$ cat src/rtl/core/ps_pack_header_parser_defines.svh
// Assertion macros shared by the pack header parser RTL.
`ifndef PS_PACK_HEADER_PARSER_DEFINES_SVH
`define PS_PACK_HEADER_PARSER_DEFINES_SVH

// Same-cycle implication, checked on clock, off during reset.
`define PSPH_ASSERT_NOW(label, ante, cons) \
   label: assert property (@(posedge clock) disable iff (reset) (ante) |-> (cons)) \
      else $error("psph assertion failed");

// Next-cycle implication, checked on clock, off during reset.
`define PSPH_ASSERT_NEXT(label, ante, cons) \
   label: assert property (@(posedge clock) disable iff (reset) (ante) |=> (cons)) \
      else $error("psph assertion failed");

`endif

$ cat src/rtl/core/psph_pkg.sv
// Types, constants and field extraction for the pack header parser.
package psph_pkg;

   localparam int unsigned POS_W = 5;
   localparam int unsigned BODY_W = 80;

   localparam logic [31:0] PACK_SYNC_WORD = 32'h0000_01BA;

   localparam logic [POS_W-1:0] POS_BODY_FIRST = 5'd4;
   localparam logic [POS_W-1:0] POS_BODY_LAST  = 5'd13;
   localparam logic [POS_W-1:0] POS_STUFFING   = 5'd14;

   localparam logic STATUS_OK      = 1'b0;
   localparam logic STATUS_BAD_SYNC = 1'b1;

   typedef struct packed {
      logic        valid;
      logic        status;
      logic [32:0] clock_ref_base;
      logic [8:0]  clock_ref_ext;
      logic [21:0] mux_rate;
      logic [2:0]  stuffing_count;
   } result_type;

   // Body bit p (first byte MSB is p = 0) sits at body[79-p].
   function automatic result_type extract_header(input logic [BODY_W-1:0] body);
      result_type r;
      r.valid          = 1'b1;
      r.status         = STATUS_OK;
      r.clock_ref_base = {body[77:75], body[73:59], body[57:43]};
      r.clock_ref_ext  = body[41:33];
      r.mux_rate       = body[31:10];
      r.stuffing_count = body[2:0];
      return r;
   endfunction

endpackage

$ cat src/rtl/core/psph_parse_core.sv
// Pack header parse state: start code sync, body capture, stuffing skip.
`include "ps_pack_header_parser_defines.svh"

module psph_parse_core (
   input  logic                   clock,
   input  logic                   reset,
   input  logic                   advance,
   input  logic [7:0]             data_byte,
   output psph_pkg::result_type   result
);

   logic [psph_pkg::POS_W-1:0]  pos_ff, pos_in;
   logic [31:0]                 window_ff, window_in;
   logic                        hunting_ff, hunting_in;
   logic [psph_pkg::BODY_W-1:0] body_ff, body_in;
   logic [2:0]                  stuff_ff, stuff_in;
   logic [2:0]                  stuff_dec;

   always_comb begin
      pos_in     = pos_ff;
      window_in  = window_ff;
      hunting_in = hunting_ff;
      body_in    = body_ff;
      stuff_in   = stuff_ff;
      result     = '0;
      stuff_dec  = (stuff_ff == 3'd0) ? 3'd0 : stuff_ff - 3'd1;
      if (advance) begin
         priority if (hunting_ff) begin
            window_in = {window_ff[23:0], data_byte};
            if (window_in == psph_pkg::PACK_SYNC_WORD) begin
               hunting_in = 1'b0;
               pos_in     = psph_pkg::POS_BODY_FIRST;
            end
         end else if (pos_ff < psph_pkg::POS_BODY_FIRST) begin
            window_in = {window_ff[23:0], data_byte};
            pos_in    = pos_ff + 5'd1;
            if (pos_in == psph_pkg::POS_BODY_FIRST &&
                window_in != psph_pkg::PACK_SYNC_WORD) begin
               hunting_in    = 1'b1;
               result.valid  = 1'b1;
               result.status = psph_pkg::STATUS_BAD_SYNC;
            end
         end else if (pos_ff <= psph_pkg::POS_BODY_LAST) begin
            body_in = {body_ff[psph_pkg::BODY_W-9:0], data_byte};
            if (pos_ff == psph_pkg::POS_BODY_LAST) begin
               stuff_in = data_byte[2:0];
               if (data_byte[2:0] == 3'd0) begin
                  pos_in = '0;
                  result = psph_pkg::extract_header(body_in);
               end else begin
                  pos_in = psph_pkg::POS_STUFFING;
               end
            end else begin
               pos_in = pos_ff + 5'd1;
            end
         end else begin
            // drop the stuffing byte
            stuff_in = stuff_dec;
            if (stuff_dec == 3'd0) begin
               pos_in = '0;
               result = psph_pkg::extract_header(body_ff);
            end
         end
      end
   end

   always_ff @(posedge clock) begin
      if (reset) begin
         pos_ff     <= '0;
         window_ff  <= '0;
         hunting_ff <= 1'b0;
         stuff_ff   <= '0;
      end else begin
         pos_ff     <= pos_in;
         window_ff  <= window_in;
         hunting_ff <= hunting_in;
         stuff_ff   <= stuff_in;
      end
   end

   always_ff @(posedge clock) begin
      body_ff <= body_in;
   end

   `PSPH_ASSERT_NOW(a_pos_range, 1'b1, pos_ff <= psph_pkg::POS_STUFFING)
   `PSPH_ASSERT_NOW(a_hunt_pos, hunting_ff, pos_ff == psph_pkg::POS_BODY_FIRST)
   `PSPH_ASSERT_NOW(a_stuff_pos, stuff_ff != 3'd0, pos_ff == psph_pkg::POS_STUFFING)

endmodule

$ cat src/rtl/core/ps_pack_header_parser.sv
// Top level of the MPEG-2 program stream pack header parser.
//
// Usage: feed the program stream one byte per request on req_data_byte
// (req_valid / req_stall). Each pack header (start code 0x000001BA, ten body
// bytes, up to seven stuffing bytes) yields one response on rsp_* carrying
// the clock reference base and extension, mux rate and stuffing count, with
// rsp_status low. If the four start code bytes do not match, one response
// with rsp_status high and all other fields zero is given, and the parser
// hunts byte by byte for the next start code without further error responses.
// Path: an accepted request waits in the input register, is parsed from there, and
// its response is loaded into the response register that drives rsp_*.
// Throughput: one byte per cycle while rsp_stall does not hold a full response register.
// Stall: while rsp_stall holds a full response register, the parse stage
// stops; an empty input register still takes one more request, then req_stall
// rises. Reset (synchronous, active high) empties both registers and returns
// the parser to expecting a start code.
`include "ps_pack_header_parser_defines.svh"

module ps_pack_header_parser (
   input  logic        clock,
   input  logic        reset,
   input  logic        req_valid,
   output logic        req_stall,
   input  logic [7:0]  req_data_byte,
   output logic        rsp_valid,
   input  logic        rsp_stall,
   output logic        rsp_status,
   output logic [32:0] rsp_clock_ref_base,
   output logic [8:0]  rsp_clock_ref_ext,
   output logic [21:0] rsp_mux_rate,
   output logic [2:0]  rsp_stuffing_count
);

   logic                 in_valid_ff;
   logic [7:0]           in_byte_ff;
   logic                 rsp_valid_ff;
   psph_pkg::result_type rsp_ff;
   psph_pkg::result_type result;
   logic                 out_free;
   logic                 advance;
   logic                 in_ready;

   // Advance the parse stage only when its response has somewhere to go.
   assign out_free  = !rsp_valid_ff || !rsp_stall;
   assign advance   = in_valid_ff && out_free;
   assign in_ready  = !in_valid_ff || advance;
   assign req_stall = !in_ready;

   psph_parse_core u_core (
      .clock     (clock),
      .reset     (reset),
      .advance   (advance),
      .data_byte (in_byte_ff),
      .result    (result)
   );

   // Input register: hold the byte until the parse stage takes it.
   always_ff @(posedge clock) begin
      if (reset) begin
         in_valid_ff <= 1'b0;
      end else if (in_ready) begin
         in_valid_ff <= req_valid;
      end
   end

   always_ff @(posedge clock) begin
      if (req_valid && in_ready) begin
         in_byte_ff <= req_data_byte;
      end
   end

   // Response register: load when free, hold while stalled.
   always_ff @(posedge clock) begin
      if (reset) begin
         rsp_valid_ff <= 1'b0;
      end else if (out_free) begin
         rsp_valid_ff <= advance && result.valid;
      end
   end

   always_ff @(posedge clock) begin
      if (advance && result.valid) begin
         rsp_ff <= result;
      end
   end

   assign rsp_valid          = rsp_valid_ff;
   assign rsp_status         = rsp_ff.status;
   assign rsp_clock_ref_base = rsp_ff.clock_ref_base;
   assign rsp_clock_ref_ext  = rsp_ff.clock_ref_ext;
   assign rsp_mux_rate       = rsp_ff.mux_rate;
   assign rsp_stuffing_count = rsp_ff.stuffing_count;

   `PSPH_ASSERT_NOW(a_err_zero, rsp_valid_ff && rsp_status,
      rsp_clock_ref_base == 33'd0 && rsp_clock_ref_ext == 9'd0 && rsp_mux_rate == 22'd0)
   `PSPH_ASSERT_NOW(a_full_accept, req_valid && !req_stall && in_valid_ff, advance)
   `PSPH_ASSERT_NEXT(a_no_drop, advance && result.valid, rsp_valid_ff)

endmodule

$ cat config.mk
export PLATFORM = sky130hd
export DESIGN_NAME = ps_pack_header_parser
export DESIGN_NICKNAME = d
export VERILOG_FILES = /design/src/rtl/core/psph_pkg.sv /design/src/rtl/core/psph_parse_core.sv /design/src/rtl/core/ps_pack_header_parser.sv
export VERILOG_INCLUDE_DIRS = /design/src /design/src/rtl/core
export SDC_FILE = /design/constraint.sdc
export NUM_CORES = 1
export LEC_CHECK = 0
export BUFFER_PORTS_ARGS = -buffer_cell sky130_fd_sc_hd__clkbuf_2
export CORE_ASPECT_RATIO = 0.5
export CORE_UTILIZATION = 55
export CTS_BUF_LIST = sky130_fd_sc_hd__clkbuf_8
export DETAILED_ROUTE_END_ITERATION = 12
export PLACE_DENSITY = 0.76
export REMOVE_ABC_BUFFERS = 1
export SLEW_MARGIN = 30
export SYNTH_ARGS = -nofsm -noshare
export SYNTH_HDL_FRONTEND = slang
export SYNTH_HIERARCHICAL = 1
export SYNTH_SLANG_ARGS = --single-unit
$ cat constraint.sdc
create_clock -name clock -period 5.9 [get_ports clock]
set_input_delay 0.295 -clock clock [delete_from_list [all_inputs] [get_ports clock]]
set_output_delay 0.295 -clock clock [all_outputs]
set_load 0.01 [all_outputs]
==> Yosys cells after proc, flatten, opt, wreduce, memory -nomap -nowiden <==
Cells that the tools add are included.
{ "op_classes": {"n_addsub": 2, "n_lt_le_gt_ge": 2, "n_eq_ne": 6, "mux": 25, "bitwise": 3, "reduce_logical": 21} }
{ "op_table": {"columns": ["op", "n"], "rows": [
  ["69-bit 2-to-1 mux", 6],
  ["67-bit 2-to-1 mux", 1],
  ["24-bit 2-to-1 mux", 2],
  ["32-bit by 9-bit equality test with 1-bit output, second input constant", 1],
  ["32-bit by 9-bit inequality test with 1-bit output, second input constant", 1],
  ["5-bit 2-to-1 mux", 6],
  ["3-bit zero test", 3],
  ["3-bit 2-to-1 mux", 3],
  ["4-bit AND reduction", 2],
  ["5-bit by 1-bit adder with 5-bit output, second input constant", 1],
  ["5-bit by 3-bit equality test with 1-bit output, second input constant", 1],
  ["5-bit by 4-bit equality test with 1-bit output, second input constant", 1],
  ["5-bit by 4-bit <= comparator with 1-bit output, second input constant", 1],
  ["5-bit by 3-bit less-than comparator with 1-bit output, second input constant", 1],
  ["1-bit logical AND", 4],
  ["1-bit zero test", 4],
  ["1-bit 2-to-1 mux", 4],
  ["2-bit 2-to-1 mux", 2],
  ["4-bit 2-to-1 mux", 1],
  ["2-bit inequality test, second input constant", 2],
  ["4-bit nonzero test", 1],
  ["1-bit NOT", 3],
  ["3-bit AND reduction", 1],
  ["3-bit OR reduction", 1],
  ["other kinds (5)", 6]
]} }
{ "totals": {"ff_bits": 189, "input_bits": 12, "output_inout_bits": 70, "elab_cells": 72} }

==> Depth between registers and ports, before layout <==
Gate-level depths: netlist (run 1).
{ "depth": {"word_depth": 9, "mapped_depth": 9, "mapped_depth_nobuf": 8} }

==> Cells and area by module <==
The synthesis (run 1) kept the hierarchy.
{ "modules_own_cells": {"columns": ["module", "n_inst", "cells_each", "area_per_inst_um2", "seq_area_each_um2"], "rows": [
  ["psph_parse_core", 1, 503, 4907.2, 2972.9],
  ["ps_pack_header_parser", 1, 88, 2376.0, 2322.2]
]} }

==> Worst setup path after synthesis (run 1) <==
No wires, ideal clock.
{ "synth_timing": {"path_kind": "reg-to-reg", "from": "reg u_core/pos_ff[0] (netlist name)", "to": "reg rsp_ff, in the netlist rsp_clock_ref_base[0], enable pin", "setup_time_ns": 0.517, "t_arrival_ns": 4.882, "setup_slack_ns": 0.501, "path_stages_with_launch": 9, "cell_sequence": "dfxtp_1 -> ha_1 -> nand4b_1 -> nor4_1 -> buf_2 -> o21ai_0 -> nand2_1 -> nand2_1 -> a21oi_1"} }
{ "synth_lines": {"columns": ["element", "line_no", "text"], "rows": [
  ["from (decl)", "psph_parse_core.sv:12", "logic [psph_pkg::POS_W-1:0] pos_ff, pos_in;"],
  ["from (signal assigned)", "psph_parse_core.sv:74", "pos_ff <= pos_in;"],
  ["to (signal assigned)", "ps_pack_header_parser.sv:83", "rsp_ff <= result;"],
  ["to (decl)", "ps_pack_header_parser.sv:37", "psph_pkg::result_type rsp_ff;"]
]} }

==> impl_metrics.toml, run 1 <==
[run_status]
status = "finished clean"

[critical_path]
cp_cell_sequence = "ha_1, nand4b_1, nor4_2, buf_4, o21ai_0, nand2_1, nand2_1, a21oi_4, buf_16, buf_4"
max_stage_delay_ns = 0.61
arrival_ns = 3.70
cp_max_fo = 67
cp-end-kind = "register"
cp-start-kind = "register"
slowest_stage = "buf_4"
path_buf_inv = 3
worstSetupPathType = "reg2reg"
cp.required_ns = 5.99
cpLargestDelayFamily = "buffers and inverters"

[routing]
wirelength_mm = 12.9
vias_per_cell = 5.47
dr.first_iter.drc_count = 539
drc = 0
vias = 4611
routedWlPerCell_um = 15.4
drtPass1Iterations = 7
antenna_left = 0

[power]
ir_worst_vdd_v = 0.000181
power_density_nw_per_um2 = 295
leakage_uw = 0.00252

[sta]
slew_violations = 0
rsz0062_at_grt = "false"
clock_skew_ns = 0.0137
max_slew_margin_pct = 36.8
min_period_over_period_pct = 61.3
fin_crit_ns = 3.61
worst_slew_pin_slew_ns = 0.948
setup-violations-final = 0
hold_viol_final = 0
timing.fmax_ghz = 0.277

[global_route]
antenna_found_initial = 0
grt_pass1_vias = 4183
grt_pass1_wl_mm = 20.8
grtUsageTotal_pct = 19.6
grt_max_degree = 76
gr-total-overflow = 0

[floorplan]
die_area_um2 = 13700
fp-row-count = 29
ioPinCount = 82
die_x_um = 165
start_util_pct = 57.0
core-area_um2 = 12800
die_h_um = 83.4

[cells_and_area]
final_util_pct = 65.1
area_growth_pct = 14.2
insertedDiodeCount = 0
drive_gt1_share_pct = 19.9
nNetsFinal = 676
final_area_um2 = 8320

[yosys]
synthDistinctLibCells = 45
async_flop_share_pct = 0
synth_seq_area_share_pct = 72.7
synth-edff-count = 153
ys.warnings.count = 6
synthFlopType = "edfxtp_1"
ys_ff_latch = 188
syn_inst = 591
netlist_area_um2 = 7280
syn-mean-instance-area_um2 = 12.3

[clocking]
clk_latency_ns = 0.45
cts_made_buffers = 17
postCtsHoldBufs = 1
clock-sinks = 188
clockBufferDepth = 2
htreeDepth = 4
cts_resized = 0
postCtsSetupRepairBufs = 0
root_buffer = "clkbuf_8"
path_clk_slew_ns = 0.09
cts_tree = "built"

[hold_path]
hp-class = "in2reg"

[run]
drv_cap = 0

[place]
port_buffers = 81
dpl_cell_area_um2 = 7830
post-dp-hpwl_mm = 7.72
gp_congestion = 0.829
-- cell type report --
cell class	count	area (µm²)
sequential	188	5300
fill	940	4460
multi-input combinational	356	1840
timing repair buffer	89	488
clock buffer	17	234
clock inverter	15	219
tap	170	213
inverter	8	30.0
-- metal layers --
metal | track usage, % | up-vias | share of wire, %
li1 | - | 2284 | -
met1 | 27.5 | 2176 | 45
met2 | 30.3 | 136 | 48
met3 | 4.50 | 15 | 5.4
met4 | 6.84 | 0 | 1.2
met5 | 0 | - | 0
-- power breakdown --
part           switching, µW  internal [µW]  total [µW]  leakage [µW]
clock                    444            505         949      0.000230
combinational           37.8           18.4        56.3      0.000762
sequential              14.8           1440        1450       0.00153
-- worst register-to-register path, delay by kind of cell, from the launching register on --
kind,cells,cell delay [ns]
buf+inv,3,1.29
simple gates,4,0.64
compound gates,2,0.58
flops,1,0.43
fa+ha+maj,1,0.30
-- per-stage QoR --
step / setup TNS, ns / setup WS, ns / hold slack (ns) / total power (µW) / instances
after floorplan: -675.17 / -4.01 / 0.357 / 1520 / 552
after detailed placement: 0 / 1.99 / 0.433 / 1540 / 809
final: 0 / 2.29 / 0.0256 / 2460 / 843
after global placement: 0 / 2.11 / 0.430 / 1540 / 809
after global routing: 0 / 2.02 / 0.00910 / 2520 / 843
after CTS: 0 / 1.96 / 0.00769 / 2470 / 842
-- cell families (layout without fill, tap and decap cells) --
| group | Yosys count | after routing | synth area share, % |
|---|---|---|---|
| adder cells (fa/ha/maj) | 4 | 4 | 0.687 |
| buffers and inverters | 47 | 129 | 2.70 |
| XOR/XNOR | 1 | 1 | 0.120 |
| flip-flops | 188 | 188 | 72.7 |
| AO/OA/AOI/OAI | 182 | 182 | 13.3 |
| AND/OR/NAND/NOR | 169 | 169 | 10.5 |
-- cells in the mapped netlist (2+ instances only) --
cell type  count  area, µm²
nor4_1         4       25.0
nand3_1        3       15.0
o21a_1         2       15.0
buf_2         16       80.1
nor2_1        73        274
nor4b_2        3       45.0
or4_1          3       22.5
inv_1          8       30.0
nand2b_1       3       18.8
a21oi_2        2       17.5
a211oi_1       4       30.0
buf_1          6       22.5
and3_1         3       18.8
nor3_1         3       15.0
nand2_1       62        233
a21oi_1      158        791
edfxtp_1     153       4590
nand4_1        2       12.5
clkbuf_1      17       63.8
ha_1           4       50.1
dfxtp_1       35        701
o21ai_0        4       20.0
-- registers in the layout (all words and copies together), names as in the netlist --
register and cells:
u_core/body_ff 77, rsp_clock_ref_base 33, u_core/window_ff 24, rsp_mux_rate 22
rsp_clock_ref_ext 9, in_byte_ff 8, u_core/pos_ff 5, rsp_stuffing_count 3
u_core/stuff_ff 3, in_valid_ff 1, rsp_status 1, rsp_valid 1
u_core/hunting_ff 1
-- worst paths after layout --
check	from	endpoint	slack, ns	depth (start not counted)
worst max-delay path	u_core/pos_ff[0]	rsp_clock_ref_base[26]	2.29	10
worst min-delay path	req_data_byte[7]	in_byte_ff[7]	0.03	1
worst min register to register	u_core/body_ff[9]	u_core/body_ff[17]	0.44	0
worst max register to register	u_core/pos_ff[0]	rsp_clock_ref_base[26]	2.29	10
-- cells in the final DEF, fill, tap and decap left out, drive strengths merged, types with 5 or more instances in the layout --
| cell | instances |
|---|---|
| clkbuf | 98 |
| buf | 7 |
| o21ai | 6 |
| a21oi | 160 |
| clkinv | 5 |
| edfxtp | 153 |
| dfxtp | 35 |
| inv | 12 |
| bufinv | 5 |
| nand2 | 62 |
| nor2 | 73 |
No activity file was read; power rests on OpenSTA's default activity.
==> run 2, diff against run 1 <==
==> constraint.sdc (replaced) <==
create_clock -name clock -period 3.6 [get_ports clock]
set_input_delay 0.18 -clock clock [delete_from_list [all_inputs] [get_ports clock]]
set_output_delay 0.18 -clock clock [all_outputs]
set_load 0.01 [all_outputs]
==> impl_metrics.toml, run 2 (synthesis results as in run 1) <==
[place]
post-place-ws_ns = 1.27
port_buffers = 81
dpl_cell_area_um2 = 7850
post-dp-hpwl_mm = 7.31
gp_congestion = 0.848

[cells_and_area]
final_area_um2 = 8310
drive_gt1_share_pct = 19.6
largest_reg_flops = 77
nNetsFinal = 683
top_register = "u_core/body_ff"
most-common-layout-cells = "157 x a21oi_1, 153 x edfxtp_1, 81 x clkbuf_2"
insertedDiodeCount = 0
final_common_cell = "a21oi_1"
area_growth_pct = 14.0

[critical_path]
r2r-end = "rsp_mux_rate[11]"
rr_worst_depth = 8
arrival_ns = 2.49
r2r_slack_ns = 1.22
r2r_start = "u_core/pos_ff[0]"
setup.worst_path.end = "rsp_mux_rate[11]"
cp_max_fo = 68
worstSetupPathType = "reg2reg"
cp-end-kind = "register"
crit_path_start = "u_core/pos_ff[0]"
cp.required_ns = 3.70
cp-start-kind = "register"

[floorplan]
die_area_um2 = 13700
ioPinCount = 82
die_x_um = 165
die_h_um = 83.4
start_util_pct = 57.0
core-area_um2 = 12800
fp-row-count = 29

[global_route]
grt_pass1_wl_mm = 20.1
gr-total-overflow = 0
antenna_found_initial = 0
grtUsageTotal_pct = 18.8
grt_max_degree = 86
grt_pass1_vias = 4164

[routing]
vias_per_cell = 5.51
wirelength_mm = 12.6
routedWlPerCell_um = 14.8
dr.first_iter.drc_count = 522
drc = 0
drtPass1Iterations = 6
antenna_left = 0
vias = 4685

[sta]
min_period_over_period_pct = 66.2
hold_viol_final = 0
worst_slew_pin_slew_ns = 0.930
clock_skew_ns = 0.0148
setup-violations-final = 0
finalWorstSetupSlack_ns = 1.22
fin_crit_ns = 2.38
rsz0062_at_grt = "false"
whs_ns = 0.0538
slew_violations = 0
max_slew_margin_pct = 38.0
setup_tns_ns = 0
timing.fmax_ghz = 0.420

[run_status]
status = "finished clean"

[clocking]
cts_made_buffers = 17
clk_latency_ns = 0.45
clockBufferDepth = 2
root_buffer = "clkbuf_8"
cts_resized = 0
htreeDepth = 4
clock-sinks = 188
cts_tree = "built"
path_clk_slew_ns = 0.09

[hold_path]
hp-class = "in2reg"

[power]
finalPower_uw = 3750
power_density_nw_per_um2 = 452
ir_worst_vdd_v = 0.000273
leakage_uw = 0.00250

[run]
drv_cap = 0
[run 2: cell count changes in the layout (fill, tap and decap cells not counted), moves of 2 or more]
| cell | change |
|---|---|
| dlygate4sd3_1 | +8 |
| bufinv_16 | -5 |
| clkinvlp_4 | +3 |
| inv_8 | +3 |
| buf_12 | +2 |
| buf_4 | -2 |
| clkinv_2 | -2 |
[run 2: area by class of cell]
| class | count | area, µm² |
|---|---|---|
| clock buffers | 17 | 234 |
| clock inverters | 15 | 131 |
| fillers | 985 | 4470 |
| inverters | 8 | 30.0 |
| multi-input cells | 356 | 1840 |
| flip-flops and latches | 188 | 5300 |
| well taps | 170 | 213 |
| repair buffers | 96 | 566 |
[run 2: worst min-delay path by stage]
stage                          start             to  slack (ns)  depth (start not counted)
finish                     rsp_stall      rsp_valid        0.05                          3
global route               rsp_stall      rsp_valid        0.04                          3
CTS                        rsp_stall      rsp_valid        0.04                          3
detailed placement  req_data_byte[7]  in_byte_ff[7]        0.36                          1
global placement    req_data_byte[0]  in_byte_ff[0]        0.36                          1
floorplan                      reset    in_valid_ff        0.24                          1
[run 2: where the power goes]
group	switching (µW)	internal (µW)	total, µW
Clock	770	501	1270
Combinational	62.1	36.4	98.6
Sequential	26.4	2350	2380
Total	858	2890	3750
[run 2: what timing repair did]
action                                 CTS  global route
setup buffers                            0             0
endpoints found under the hold margin    9             0
hold buffers                             9             0
[run 2: layer usage]
| layer | vias to the layer above | global-route usage [%] | part of all wire (%) | wire length (µm) |
|---|---|---|---|---|
| li1 | 2298 | - | - | - |
| met1 | 2231 | 26.4 | 47 | 5880 |
| met2 | 143 | 29.3 | 47 | 5970 |
| met3 | 13 | 4.65 | 5.2 | 653 |
| met4 | 0 | 5.59 | 0.80 | 101 |
| met5 | - | 0 | 0 | 0 |
[run 2: per-stage QoR]
stage	utilization, %	instances
finish	65.0	850
global route	65.0	850
CTS	65.0	850
detailed placement	61.5	809
global placement	61.5	809
floorplan	-	552
[run 2: critical path, cell delays in order, from the launching register on]
cell and delay, ns:
dfxtp_1 0.44, ha_1 0.30, nand4b_1 0.23, nor4_2 0.23
o21ai_0 0.13, nand2_1 0.07, nand2_1 0.10, a21oi_4 0.15
buf_12 0.31
==> run 3, diff against run 2 <==
==> constraint.sdc (replaced) <==
create_clock -name clock -period 2.4 [get_ports clock]
set_input_delay 0.12 -clock clock [delete_from_list [all_inputs] [get_ports clock]]
set_output_delay 0.12 -clock clock [all_outputs]
set_load 0.01 [all_outputs]
==> impl_metrics.toml, run 3 (synthesis results as in run 1) <==
[critical_path]
cp_cell_sequence = "inv_1, ha_4, nand4b_1, nor4_2, o21ai_0, nand2_1, nand2_1, a21oi_4, buf_12, clkbuf_16"
cp-end-kind = "register"
r2r-end = "rsp_clock_ref_ext[4]"
cp_max_fo = 17
cp.required_ns = 2.57
r2r_start = "u_core/pos_ff[1]"
arrival_ns = 2.52
crit_path_start = "u_core/pos_ff[1]"
path_buf_inv = 3
rr_worst_depth = 10
r2r_slack_ns = 0.05
max_stage_delay_ns = 0.41
cpLargestDelayFamily = "simple AND/OR/NAND/NOR gates"
crit_path_frequent_cell = "nand2_1"
worstSetupPathType = "reg2reg"
slowest_stage = "nor4_2"
cp-start-kind = "register"

[place]
post-dp-hpwl_mm = 7.80
gp_congestion = 0.820
port_buffers = 81

[hold_path]
hold_depth = 4
min_from = "reset"
hp-class = "in2reg"
hold_path_end = "u_core/pos_ff[3]"

[power]
ir_worst_vdd_v = 0.000415
power_frac_clock_pct = 35.9
finalPower_uw = 5830
power_frac_seq_pct = 61.2
comb_power_share_pct = 2.8
internal_power_uw = 4480
leakage_uw = 0.00262
power_density_nw_per_um2 = 681
p_sw_share_pct = 23.2
switchingPower_uw = 1360

[cells_and_area]
area_growth_pct = 17.5
largest_reg_flops = 77
regArea_um2 = 5300
most-common-layout-cells = "157 x a21oi_1, 153 x edfxtp_1, 81 x clkbuf_2"
multi_input_area_um2 = 1850
final_common_cell = "a21oi_1"
top_register = "u_core/body_ff"
fillers = 908
insertedDiodeCount = 0
drive_gt1_share_pct = 21.6
final_util_pct = 67.0
nNetsFinal = 698

[clocking]
clockBufferDepth = 2
path_clk_slew_ns = 0.10
clk_latency_ns = 0.46
cts_made_buffers = 17
root_buffer = "clkbuf_8"
cts_tree = "built"
clock-sinks = 188
htreeDepth = 4

[global_route]
grt_pass1_wl_mm = 21.3
grt_pass1_vias = 4313
gr-total-overflow = 0
grtUsageTotal_pct = 20.1
grt_max_degree = 71
antenna_found_initial = 0

[sta]
fin_crit_ns = 2.35
min_period_over_period_pct = 97.8
hold_viol_final = 0
timing.fmax_ghz = 0.426
clock_skew_ns = 0.0176
slew_violations = 0
max_slew_margin_pct = 61.9
setup-violations-final = 0
worst_slew_pin_slew_ns = 0.571

[run_status]
status = "finished clean"

[floorplan]
die_area_um2 = 13700
ioPinCount = 82
fp-row-count = 29
die_h_um = 83.4
start_util_pct = 57.0
core-area_um2 = 12800
die_x_um = 165

[run]
drv_cap = 0

[routing]
vias_per_cell = 5.54
vias = 4789
drc = 0
wirelength_mm = 13.8
drtPass1Iterations = 5
dr.first_iter.drc_count = 472
antenna_left = 0
routedWlPerCell_um = 16.0
[run 3: metal layers]
metal  vias up  track usage (%)  share of wire (%)
met5         -                0                  0
li1       2332                -                  -
met3        21             4.40                6.0
met1      2261             28.0                 45
met4         0             7.42                1.5
met2       175             31.0                 48
[run 3: stage by stage]
| stage | setup slack [ns] | setup TNS (ns) | hold WS [ns] | instances | instance area (µm²) |
|---|---|---|---|---|---|
| CTS | 0.0260 | 0 | 0.0888 | 860 | 8450 |
| global placement | 0.144 | 0 | 0.300 | 818 | 7940 |
| global route | -0.00880 | -0.145 | 0.110 | 865 | 8560 |
| detailed placement | 0.0746 | 0 | 0.299 | 818 | 7940 |
| floorplan | -7.51 | -1434.75 | 0.182 | 552 | 7120 |
| finish | 0.0520 | 0 | 0.109 | 865 | 8560 |
[run 3: how the worst max path moves through the flow]
| stage | to | slack [ns] | cells past startpoint |
|---|---|---|---|
| final | rsp_clock_ref_ext[4] | 0.05 | 10 |
| after global placement | rsp_clock_ref_base[23] | 0.14 | 8 |
| after floorplan | rsp_clock_ref_base[0] | -7.51 | 7 |
| after global routing | rsp_mux_rate[20] | -0.009 | 9 |
| after detailed placement | rsp_clock_ref_base[22] | 0.07 | 8 |
| after CTS | u_core/pos_ff[1] | 0.03 | 7 |
[run 3: power by group through the flow]
stage | combinational (µW) | clock (µW) | sequential, µW
floorplan | 98.8 | 0 | 3640
global placement | 146 | 0 | 3640
detailed placement | 149 | 0 | 3640
CTS | 162 | 2120 | 3570
global route | 184 | 2250 | 3580
finish | 166 | 2090 | 3570
[run 3: timing repair]
item | 4_1_cts | 5_1_grt
endpoints found under the hold margin | 10 | 0
gates resized for setup | 0 | 10
hold buffers | 10 | 0
buffers inserted | 0 | 2
setup endpoints to repair | 0 | 131
[run 3: cell type report]
type	instances	area share (%)
multi-input cells	356	21.6
well taps	170	2.48
repair buffers	111	8.93
clock inverters	15	2.06
clock buffers	17	2.73
flip-flops and latches	188	61.9
inverters	8	0.351
[run 3: tightest hold or removal path: stages]
cell      delay (ns)
clkbuf_2        0.12
or4_1           0.14
a211o_1         0.10
nand2_1         0.04
